`config.mk`:
```
export PLATFORM = sky130hd
export DESIGN_NAME = framed_command_receiver
export DESIGN_NICKNAME = d
export VERILOG_FILES = /design/src/rtl/fcr_pkg.sv /design/src/rtl/framed_command_receiver.sv /design/src/rtl/fcr_ram.sv /design/src/rtl/fcr_class.sv /design/src/rtl/fcr_ctrl.sv
export SDC_FILE = /design/constraint.sdc
export NUM_CORES = 1
export LEC_CHECK = 0
export BUFFER_PORTS_ARGS = -buffer_cell sky130_fd_sc_hd__buf_4
export CAP_MARGIN = 20
export CORE_ASPECT_RATIO = 0.7
export CORE_MARGIN = 4
export CORE_UTILIZATION = 60
export CTS_BUF_LIST = sky130_fd_sc_hd__clkbuf_8
export DETAILED_ROUTE_END_ITERATION = 16
export HOLD_SLACK_MARGIN = 0.03
export PLACE_DENSITY = 0.77
export RECOVER_POWER = 25
export SETUP_SLACK_MARGIN = 0.05
export SLEW_MARGIN = 20
export SYNTH_ARGS = -nofsm -noshare
export SYNTH_HDL_FRONTEND = slang
export SYNTH_SLANG_ARGS = --single-unit
```
`constraint.sdc`:
```
create_clock -name i_clk -period 5.06 [get_ports i_clk]
set_input_delay 0.253 -clock i_clk [delete_from_list [all_inputs] [get_ports i_clk]]
set_output_delay 0.253 -clock i_clk [all_outputs]
set_load 0.05 [all_outputs]
```
`src/rtl/fcr_pkg.sv`:
```
// shared types, codes and defaults of the framed command receiver
package fcr_pkg;

    // default sizes
    localparam int FrameBufSize = 64;
    localparam int TagLen       = 16;

    // byte codes
    localparam logic [7:0] CH_OPEN   = 8'h3C;
    localparam logic [7:0] CH_CLOSE  = 8'h3E;
    localparam logic [7:0] CH_D0     = 8'h30;
    localparam logic [7:0] CH_D9     = 8'h39;
    localparam logic [7:0] CH_UA     = 8'h41;
    localparam logic [7:0] CH_UZ     = 8'h5A;
    localparam logic [7:0] OP_MOTION = 8'h4D;
    localparam logic [7:0] OP_RFID   = 8'h52;
    localparam logic [7:0] OP_EMERG  = 8'h45;

    // commands
    localparam logic [1:0] CMD_BYTE  = 2'd0;
    localparam logic [1:0] CMD_CLEAR = 2'd1;
    localparam logic [1:0] CMD_READ  = 2'd2;

    // event codes
    localparam logic [2:0] EV_NONE     = 3'd0;
    localparam logic [2:0] EV_MOTION   = 3'd1;
    localparam logic [2:0] EV_TAG      = 3'd2;
    localparam logic [2:0] EV_EMERG    = 3'd3;
    localparam logic [2:0] EV_TAGEMPTY = 3'd4;
    localparam logic [2:0] EV_UNKNOWN  = 3'd5;
    localparam logic [2:0] EV_EMPTY    = 3'd6;
    localparam logic [2:0] EV_OVERFLOW = 3'd7;

    // input transaction
    typedef struct packed {
        logic [1:0] command;
        logic [7:0] rx_byte;
        logic [3:0] tag_index;
    } t_in;

    // output transaction
    typedef struct packed {
        logic [2:0] event_res;
        logic       motion_flag;
        logic       rfid_flag;
        logic       emergency_flag;
        logic [4:0] tag_length;
        logic [7:0] tag_byte;
        logic       in_frame;
    } t_out;

    // byte classification
    typedef struct packed {
        logic keep;
        logic is_open;
        logic is_close;
    } t_class;

endpackage

```
`src/rtl/framed_command_receiver.sv`:
```
// top level of the framed command receiver
//
//  channel | valid       | ready        | payload
//  --------+-------------+--------------+-------------------
//  input   | i_in_valid  | o_in_ready   | i_in_data  (t_in)
//  output  | o_out_valid | i_out_ready  | o_out_data (t_out)
//
// byte, clear and unused commands are answered in idle, tag reads pass a read state
// an rfid frame close copies up to TAG_LEN tag bytes one per cycle through
// the frame buffer ram read port
// synchronous active-low reset clears flags, frame state and tag length; no clearing pass
// an output register holds a finished result, so one more transaction runs under a stall
module framed_command_receiver #(
    parameter int FRAME_BUF_SIZE = fcr_pkg::FrameBufSize,
    parameter int TAG_LEN        = fcr_pkg::TagLen
) (
    input  logic          i_clk,
    input  logic          i_rst_n,
    input  logic          i_in_valid,
    output logic          o_in_ready,
    input  fcr_pkg::t_in  i_in_data,
    output logic          o_out_valid,
    input  logic          i_out_ready,
    output fcr_pkg::t_out o_out_data
);
    import fcr_pkg::*;

    localparam int FDEPTH = FRAME_BUF_SIZE - 1;
    localparam int FAW    = $clog2(FDEPTH);
    localparam int TAW    = (TAG_LEN > 1) ? $clog2(TAG_LEN) : 1;

    t_class         w_class;
    logic           w_fr_we;
    logic [FAW-1:0] w_fr_waddr;
    logic [7:0]     w_fr_wdata;
    logic [FAW-1:0] w_fr_raddr;
    logic [7:0]     w_fr_rdata;
    logic           w_tag_we;
    logic [TAW-1:0] w_tag_waddr;
    logic [7:0]     w_tag_wdata;
    logic [TAW-1:0] w_tag_raddr;
    logic [7:0]     w_tag_rdata;
    logic           w_res_valid;
    logic           w_res_ready;
    t_out           w_res;
    logic           r_out_v, n_out_v;
    t_out           r_out;

    // byte filter
    fcr_class u_class (
        .i_byte  (i_in_data.rx_byte),
        .o_class (w_class)
    );

    // frame buffer
    fcr_ram #(
        .WIDTH (8),
        .DEPTH (FDEPTH),
        .AW    (FAW)
    ) u_frame_ram (
        .i_clk   (i_clk),
        .i_we    (w_fr_we),
        .i_waddr (w_fr_waddr),
        .i_wdata (w_fr_wdata),
        .i_raddr (w_fr_raddr),
        .o_rdata (w_fr_rdata)
    );

    // tag store
    fcr_ram #(
        .WIDTH (8),
        .DEPTH (TAG_LEN),
        .AW    (TAW)
    ) u_tag_ram (
        .i_clk   (i_clk),
        .i_we    (w_tag_we),
        .i_waddr (w_tag_waddr),
        .i_wdata (w_tag_wdata),
        .i_raddr (w_tag_raddr),
        .o_rdata (w_tag_rdata)
    );

    // sequencer
    fcr_ctrl #(
        .FRAME_BUF_SIZE (FRAME_BUF_SIZE),
        .TAG_LEN        (TAG_LEN),
        .FAW            (FAW),
        .TAW            (TAW)
    ) u_ctrl (
        .i_clk       (i_clk),
        .i_rst_n     (i_rst_n),
        .i_in_valid  (i_in_valid),
        .o_in_ready  (o_in_ready),
        .i_in_data   (i_in_data),
        .i_class     (w_class),
        .o_fr_we     (w_fr_we),
        .o_fr_waddr  (w_fr_waddr),
        .o_fr_wdata  (w_fr_wdata),
        .o_fr_raddr  (w_fr_raddr),
        .i_fr_rdata  (w_fr_rdata),
        .o_tag_we    (w_tag_we),
        .o_tag_waddr (w_tag_waddr),
        .o_tag_wdata (w_tag_wdata),
        .o_tag_raddr (w_tag_raddr),
        .i_tag_rdata (w_tag_rdata),
        .o_res_valid (w_res_valid),
        .i_res_ready (w_res_ready),
        .o_res       (w_res)
    );

    // output register
    assign w_res_ready = !r_out_v || i_out_ready;

    always_comb begin
        n_out_v = r_out_v;
        if (w_res_valid && w_res_ready) begin
            n_out_v = 1'b1;
        end else if (i_out_ready) begin
            n_out_v = 1'b0;
        end
    end

    always_ff @(posedge i_clk) begin
        if (!i_rst_n) begin
            r_out_v <= 1'b0;
        end else begin
            r_out_v <= n_out_v;
        end
        if (w_res_valid && w_res_ready) begin
            r_out <= w_res;
        end
    end

    assign o_out_valid = r_out_v;
    assign o_out_data  = r_out;

endmodule

```
`src/rtl/fcr_ram.sv`:
```
// generic single-port-write, single-port-read ram with registered read
module fcr_ram #(
    parameter int WIDTH = 8,
    parameter int DEPTH = 16,
    parameter int AW    = (DEPTH > 1) ? $clog2(DEPTH) : 1
) (
    input  logic             i_clk,
    input  logic             i_we,
    input  logic [AW-1:0]    i_waddr,
    input  logic [WIDTH-1:0] i_wdata,
    input  logic [AW-1:0]    i_raddr,
    output logic [WIDTH-1:0] o_rdata
);

    logic [WIDTH-1:0] r_mem [DEPTH];
    logic [WIDTH-1:0] r_rdata;

    // write and registered read
    always_ff @(posedge i_clk) begin
        if (i_we) begin
            r_mem[i_waddr] <= i_wdata;
        end
        r_rdata <= r_mem[i_raddr];
    end

    assign o_rdata = r_rdata;

endmodule

```
`src/rtl/fcr_class.sv`:
```
// received byte filter: kept characters and delimiters
module fcr_class (
    input  logic [7:0]     i_byte,
    output fcr_pkg::t_class o_class
);
    import fcr_pkg::*;

    logic w_digit;
    logic w_upper;

    // digits and upper-case letters
    assign w_digit = (i_byte >= CH_D0) && (i_byte <= CH_D9);
    assign w_upper = (i_byte >= CH_UA) && (i_byte <= CH_UZ);

    // delimiters
    assign o_class.is_open  = (i_byte == CH_OPEN);
    assign o_class.is_close = (i_byte == CH_CLOSE);
    assign o_class.keep     = w_digit || w_upper || o_class.is_open || o_class.is_close;

endmodule

```
`src/rtl/fcr_ctrl.sv`:
```
// frame sequencer: frame state, flags, buffer writes and tag copy
module fcr_ctrl #(
    parameter int FRAME_BUF_SIZE = fcr_pkg::FrameBufSize,
    parameter int TAG_LEN        = fcr_pkg::TagLen,
    parameter int FAW            = $clog2(FRAME_BUF_SIZE - 1),
    parameter int TAW            = (TAG_LEN > 1) ? $clog2(TAG_LEN) : 1
) (
    input  logic            i_clk,
    input  logic            i_rst_n,
    input  logic            i_in_valid,
    output logic            o_in_ready,
    input  fcr_pkg::t_in    i_in_data,
    input  fcr_pkg::t_class i_class,
    output logic            o_fr_we,
    output logic [FAW-1:0]  o_fr_waddr,
    output logic [7:0]      o_fr_wdata,
    output logic [FAW-1:0]  o_fr_raddr,
    input  logic [7:0]      i_fr_rdata,
    output logic            o_tag_we,
    output logic [TAW-1:0]  o_tag_waddr,
    output logic [7:0]      o_tag_wdata,
    output logic [TAW-1:0]  o_tag_raddr,
    input  logic [7:0]      i_tag_rdata,
    output logic            o_res_valid,
    input  logic            i_res_ready,
    output fcr_pkg::t_out   o_res
);
    import fcr_pkg::*;

    localparam int FDEPTH = FRAME_BUF_SIZE - 1;
    localparam int FCW    = $clog2(FRAME_BUF_SIZE);
    localparam int TCW    = $clog2(TAG_LEN + 1);
    localparam int MW     = (FCW > TCW) ? FCW : TCW;
    localparam int IW     = (TCW > 4) ? TCW : 4;

    typedef enum logic [1:0] {
        ST_IDLE,
        ST_READ,
        ST_COPY,
        ST_DRAIN
    } t_state;

    t_state         r_state,     n_state;
    logic           r_open,      n_open;
    logic [FCW-1:0] r_count,     n_count;
    logic [7:0]     r_op,        n_op;
    logic           r_motion,    n_motion;
    logic           r_rfid,      n_rfid;
    logic           r_emerg,     n_emerg;
    logic [TCW-1:0] r_tag_count, n_tag_count;
    logic [TCW-1:0] r_k,         n_k;
    logic [TCW-1:0] r_n,         n_n;
    logic           r_wv,        n_wv;
    logic [TAW-1:0] r_wa,        n_wa;
    logic           r_rd_ok,     n_rd_ok;
    logic           r_pend_v,    n_pend_v;
    t_out           r_pend,      n_pend;

    logic           w_accept;
    logic           w_room;
    logic [IW-1:0]  w_idx;
    logic [MW-1:0]  w_rd_wide;
    logic [MW-1:0]  w_data_len;
    logic           v_emit;
    logic [2:0]     v_ev;
    logic [7:0]     v_tb;

    assign o_in_ready = (r_state == ST_IDLE) && !r_pend_v;
    assign w_accept   = i_in_valid && o_in_ready;
    assign w_room     = (r_count < FCW'(FDEPTH));

    // frame buffer write port: data bytes of an open frame
    assign o_fr_we    = w_accept && (i_in_data.command == CMD_BYTE) && i_class.keep &&
                        !i_class.is_open && !i_class.is_close && r_open && w_room;
    assign o_fr_waddr = r_count[FAW-1:0];
    assign o_fr_wdata = i_in_data.rx_byte;

    // frame buffer read port: tag data starts after the opcode
    assign w_rd_wide  = MW'(r_k) + MW'(1);
    assign o_fr_raddr = w_rd_wide[FAW-1:0];

    // tag store ports
    assign w_idx       = IW'(i_in_data.tag_index);
    assign o_tag_raddr = w_idx[TAW-1:0];
    assign o_tag_we    = r_wv;
    assign o_tag_waddr = r_wa;
    assign o_tag_wdata = i_fr_rdata;

    // data bytes after the opcode, cut to the tag size when the copy starts
    assign w_data_len = MW'(r_count) - MW'(1);

    assign o_res_valid = r_pend_v;
    assign o_res       = r_pend;

    // next state
    always_comb begin
        n_state     = r_state;
        n_open      = r_open;
        n_count     = r_count;
        n_op        = r_op;
        n_motion    = r_motion;
        n_rfid      = r_rfid;
        n_emerg     = r_emerg;
        n_tag_count = r_tag_count;
        n_k         = r_k;
        n_n         = r_n;
        n_wv        = (r_state == ST_COPY);
        n_wa        = r_k[TAW-1:0];
        n_rd_ok     = r_rd_ok;
        n_pend_v    = r_pend_v && !i_res_ready;
        n_pend      = r_pend;
        v_emit      = 1'b0;
        v_ev        = EV_NONE;
        v_tb        = 8'd0;

        case (r_state)
            ST_IDLE: begin
                if (w_accept) begin
                    case (i_in_data.command)
                        CMD_BYTE: begin
                            v_emit = 1'b1;
                            if (!i_class.keep) begin
                                v_ev = EV_NONE;
                            end else if (i_class.is_open) begin
                                n_open  = 1'b1;
                                n_count = '0;
                            end else if (!r_open) begin
                                v_ev = EV_NONE;
                            end else if (i_class.is_close) begin
                                n_open  = 1'b0;
                                n_count = '0;
                                if (r_count == '0) begin
                                    v_ev = EV_EMPTY;
                                end else if (r_op == OP_MOTION) begin
                                    n_motion = 1'b1;
                                    v_ev     = EV_MOTION;
                                end else if (r_op == OP_EMERG) begin
                                    n_emerg = 1'b1;
                                    v_ev    = EV_EMERG;
                                end else if (r_op == OP_RFID) begin
                                    if (r_count == FCW'(1)) begin
                                        v_ev = EV_TAGEMPTY;
                                    end else begin
                                        // tag copy runs before the result
                                        v_emit  = 1'b0;
                                        n_k     = '0;
                                        n_n     = (w_data_len > MW'(TAG_LEN)) ?
                                                  TCW'(TAG_LEN) : TCW'(w_data_len);
                                        n_state = ST_COPY;
                                    end
                                end else begin
                                    v_ev = EV_UNKNOWN;
                                end
                            end else if (w_room) begin
                                n_count = r_count + FCW'(1);
                                if (r_count == '0) begin
                                    n_op = i_in_data.rx_byte;
                                end
                            end else begin
                                n_open  = 1'b0;
                                n_count = '0;
                                v_ev    = EV_OVERFLOW;
                            end
                        end
                        CMD_CLEAR: begin
                            n_motion    = 1'b0;
                            n_rfid      = 1'b0;
                            n_emerg     = 1'b0;
                            n_tag_count = '0;
                            v_emit      = 1'b1;
                        end
                        CMD_READ: begin
                            n_rd_ok = (w_idx < IW'(r_tag_count)) && (w_idx < IW'(TAG_LEN));
                            n_state = ST_READ;
                        end
                        default: begin
                            v_emit = 1'b1;
                        end
                    endcase
                end
            end
            ST_READ: begin
                v_emit  = 1'b1;
                v_tb    = r_rd_ok ? i_tag_rdata : 8'd0;
                n_state = ST_IDLE;
            end
            ST_COPY: begin
                // one tag byte read per cycle, written to the tag store in the cycle after
                n_k = r_k + TCW'(1);
                if (r_k == r_n - TCW'(1)) begin
                    n_state = ST_DRAIN;
                end
            end
            ST_DRAIN: begin
                n_tag_count = r_n;
                n_rfid      = 1'b1;
                v_ev        = EV_TAG;
                v_emit      = 1'b1;
                n_state     = ST_IDLE;
            end
            default: begin
                n_state = ST_IDLE;
            end
        endcase

        // result with the state after the transaction
        if (v_emit) begin
            n_pend_v              = 1'b1;
            n_pend.event_res      = v_ev;
            n_pend.motion_flag    = n_motion;
            n_pend.rfid_flag      = n_rfid;
            n_pend.emergency_flag = n_emerg;
            n_pend.tag_length     = 5'(n_tag_count);
            n_pend.tag_byte       = v_tb;
            n_pend.in_frame       = n_open;
        end
    end

    // state and registered outputs
    always_ff @(posedge i_clk) begin
        if (!i_rst_n) begin
            r_state     <= ST_IDLE;
            r_open      <= 1'b0;
            r_count     <= '0;
            r_motion    <= 1'b0;
            r_rfid      <= 1'b0;
            r_emerg     <= 1'b0;
            r_tag_count <= '0;
            r_wv        <= 1'b0;
            r_pend_v    <= 1'b0;
        end else begin
            r_state     <= n_state;
            r_open      <= n_open;
            r_count     <= n_count;
            r_motion    <= n_motion;
            r_rfid      <= n_rfid;
            r_emerg     <= n_emerg;
            r_tag_count <= n_tag_count;
            r_wv        <= n_wv;
            r_pend_v    <= n_pend_v;
        end
        r_op    <= n_op;
        r_k     <= n_k;
        r_n     <= n_n;
        r_wa    <= n_wa;
        r_rd_ok <= n_rd_ok;
        r_pend  <= n_pend;
    end

endmodule

```
==> results.yml <==
clock_tree:
  cts_tree: "built"
  cts_buffer_depth: 3
  clkLatencyLatePin_ps: 650
  cts_setup_buffers: 0
  clkTransAtPathRegs_ps: 60
  cts_resized: 0
  root_buffer: "clkbuf_8"
  htree_num_levels: 3
  numClockSinks: 575
  numCtsBuffers: 82
synth:
  synth-seq-area-share: 0.744
  yosys_warnings: 0
  synth_fa_ha_area_frac: 0.00773
  synth.distinct_cells: 64
  syn_nets: 1226
  synth_area_sq_um: 22700
  synth_edf_count: 535
  synth_compound_area_frac: 0.0290
  yosys.area_share.simple: 0.0689
  ys_async_sr_fraction: 0
  netlist_instances: 1194
  synthXorXnorAreaFrac: 0.00497
  ys_ff_latch: 575
  postSynthAreaPerCell_sq_um: 19.0
  synthMuxAreaShare: 0.131
  ys.flop_type: "edfxtp_1"
  synth_top_family_by_area: "multiplexers"
global_routing:
  grt_pass1_vias: 11600
  grtUsageTotal: 0.239
  use_met2: 0.319
  grt_pass1_wl_um: 72400
  grt.busiest_layer: "met1"
  antenna_found_initial: 1
  grtUsageMet1: 0.376
  use_met3: 0.0939
  grt_max_degree: 93
  grt_remaining_overflow: 0
drt:
  vias: 11600
  ant_nets: 0
  wl_um: 47800
  viasPerCell: 6.36
  post_drt_wl_per_cell_um: 26.1
  firstDrtPassIters: 7
  drc: 0
  dr.first_iter.drc_count: 1613
placement:
  placed_cell_area_sq_um: 23400
  dp_hpwl_um: 30000
  routabilityCongestion: 0.898
  port_buffers: 39
  dp_cells: 1675
worst_setup_path:
  slowest_stage: "clkbuf_1"
  worstSetupStartpointType: "input pin"
  path_max_fanout: 46
  worstPathCellList: "clkbuf_1 > nand2b_1 > a21boi_0 > o21ai_1 > and3_1 > nand4_4 > nor3_1"
  cp_num_buf_inv: 1
  cp-startpoint: "i_in_data[10]"
  worstSetupPathType: "in -> reg"
  crit_required_ps: 5310
  arrival_ps: 4370
  crit_family: "simple AND/OR/NAND/NOR gates"
  worst_path_largest_cell_delay_ps: 1470
  end_kind: "flop"
  reg2reg_from: "u_ctrl.r_state[0]"
timing:
  finalHoldViolations: 0
  finalSetupViolCount: 0
  worst_pin_slew_ps: 2700
  clock_skew_ps: 40.5
  rsz0062_at_grt: "no"
  max_slew_margin: -0.803
  whs_ps: 82.8
  tns_ps: 0
  clock.fmax_mhz: 243
  drv_slew: 297
  fin_crit_ps: 4110
  fin_crit_sh: 0.813
power_and_ir_drop:
  p_leak_nw: 8.15
  ir_drop_mv: 0.251
  powerDensity_nw_per_um2: 399
die:
  die_x_um: 240
  initial_utilization: 0.609
  io_pins: 40
  die_h_um: 171
  core_sq_um: 37200
  rows: 59
  fp.dieArea_sq_um: 41000
outcome:
  violations: "max-capacitance violations, max-slew violations"
  outcome: "complete, but fails checks"
cells_and_area:
  instances_no_fill: 1830
  antenna_cells: 0
  nets: 1312
  drive_gt1_frac: 0.221
  fin_area_sq_um: 25000
  post-route-util: 0.671
  syn_to_final_growth_pct: 10.2
hold_path:
  worstHoldPathType: "in -> reg"
  hp-start: "i_in_data[2]"
run:
  cap_violations: 6
Yosys cell counts (11+ instances only):
master,number,area share
o21ai_0,11,0.0024
ha_1,14,0.0077
clkbuf_1,24,0.0040
inv_1,15,0.0025
dfxtp_1,40,0.035
nand2_1,80,0.013
and3_1,13,0.0036
nand3_1,33,0.0073
buf_2,22,0.0049
a21oi_1,15,0.0033
nor2_1,65,0.011
and2_1,19,0.0052
mux4_2,127,0.13
nor2b_1,12,0.0033
edfxtp_1,535,0.71
nand2b_1,18,0.0050
nor3_1,14,0.0031
report_power, final:
group	internal (mW)	total [mW]	leakage, nW	switching, mW
sequential	5.48	5.65	5.16	0.169
clock	1.64	3.34	0.893	1.70
combinational	0.361	0.987	2.10	0.625
logic make-up after synthesis:
kind of cell / after synthesis
mux: 137
buf+inv: 74
flops: 575
xor+xnor: 12
fa+ha+maj: 14
simple gates: 292
compound gates: 90
routing by layer:
| layer | vias to the layer above | routed length, um |
|---|---|---|
| li1 | 4982 | - |
| met5 | - | 17 |
| met1 | 5949 | 21000 |
| met4 | 2 | 840 |
| met3 | 80 | 5920 |
| met2 | 623 | 20000 |
state kept, by name, summed over array words and instances (netlist names), 2 cells and up:
name,count
u_ctrl.r_n,5
u_ctrl.o_res,20
u_tag_ram.o_rdata,8
u_ctrl.r_op,8
u_ctrl.o_tag_waddr,4
u_ctrl.r_state,2
u_frame_ram.r_mem,348
u_ctrl.o_fr_waddr,6
o_out_data,20
u_frame_ram.o_rdata,8
u_ctrl.r_tag_count,5
u_tag_ram.r_mem,128
u_ctrl.r_k,5
cell usage in the layout, fill, tap and decap left out, types with 13 or more instances in the layout:
master / count
and3_1: 13
clkbuf_8: 86
nand2_1: 80
inv_1: 51
edfxtp_1: 535
nand3_1: 33
and2_1: 19
dfxtp_1: 40
nor2_1: 65
nand2b_1: 18
buf_4: 43
clkinv_1: 13
mux4_2: 127
ha_1: 13
a21oi_1: 15
stage by stage:
| step | total power, mW | setup WS (ps) |
|---|---|---|
| floorplan | 6.33 | 2400 |
| global placement | 6.70 | 1480 |
| detailed placement | 6.73 | 1300 |
| CTS | 10.0 | 1250 |
| global route | 10.4 | 731 |
| finish | 9.97 | 947 |
worst paths after layout:
path                              endpoint  slack (ps)  cells past startpoint
setup / recovery  u_frame_ram.r_mem[34][0]         950                      7
hold / removal        u_tag_ram.o_rdata[4]          80                      2
setup reg to reg  u_frame_ram.r_mem[34][0]        1320                      8
hold reg to reg              o_out_data[7]         420                      0
timing repair:
| action | 4_1_cts | 5_1_grt |
|---|---|---|
| hold buffers | 8 | 0 |
| hold endpoints to repair | 31 | 0 |
| endpoints found under the setup margin | 0 | 0 |
layout make-up:
| class | instances | area, sq um |
|---|---|---|
| Clock buffer | 86 | 1180 |
| Clock inverter | 60 | 299 |
| Fill cell | 2357 | 12200 |
| Inverter | 15 | 56.3 |
| Multi-Input combinational cell | 545 | 5510 |
| Sequential cell | 575 | 16900 |
| Tap cell | 488 | 611 |
| Timing Repair Buffer | 61 | 458 |
(Power assumes the default switching activity.)
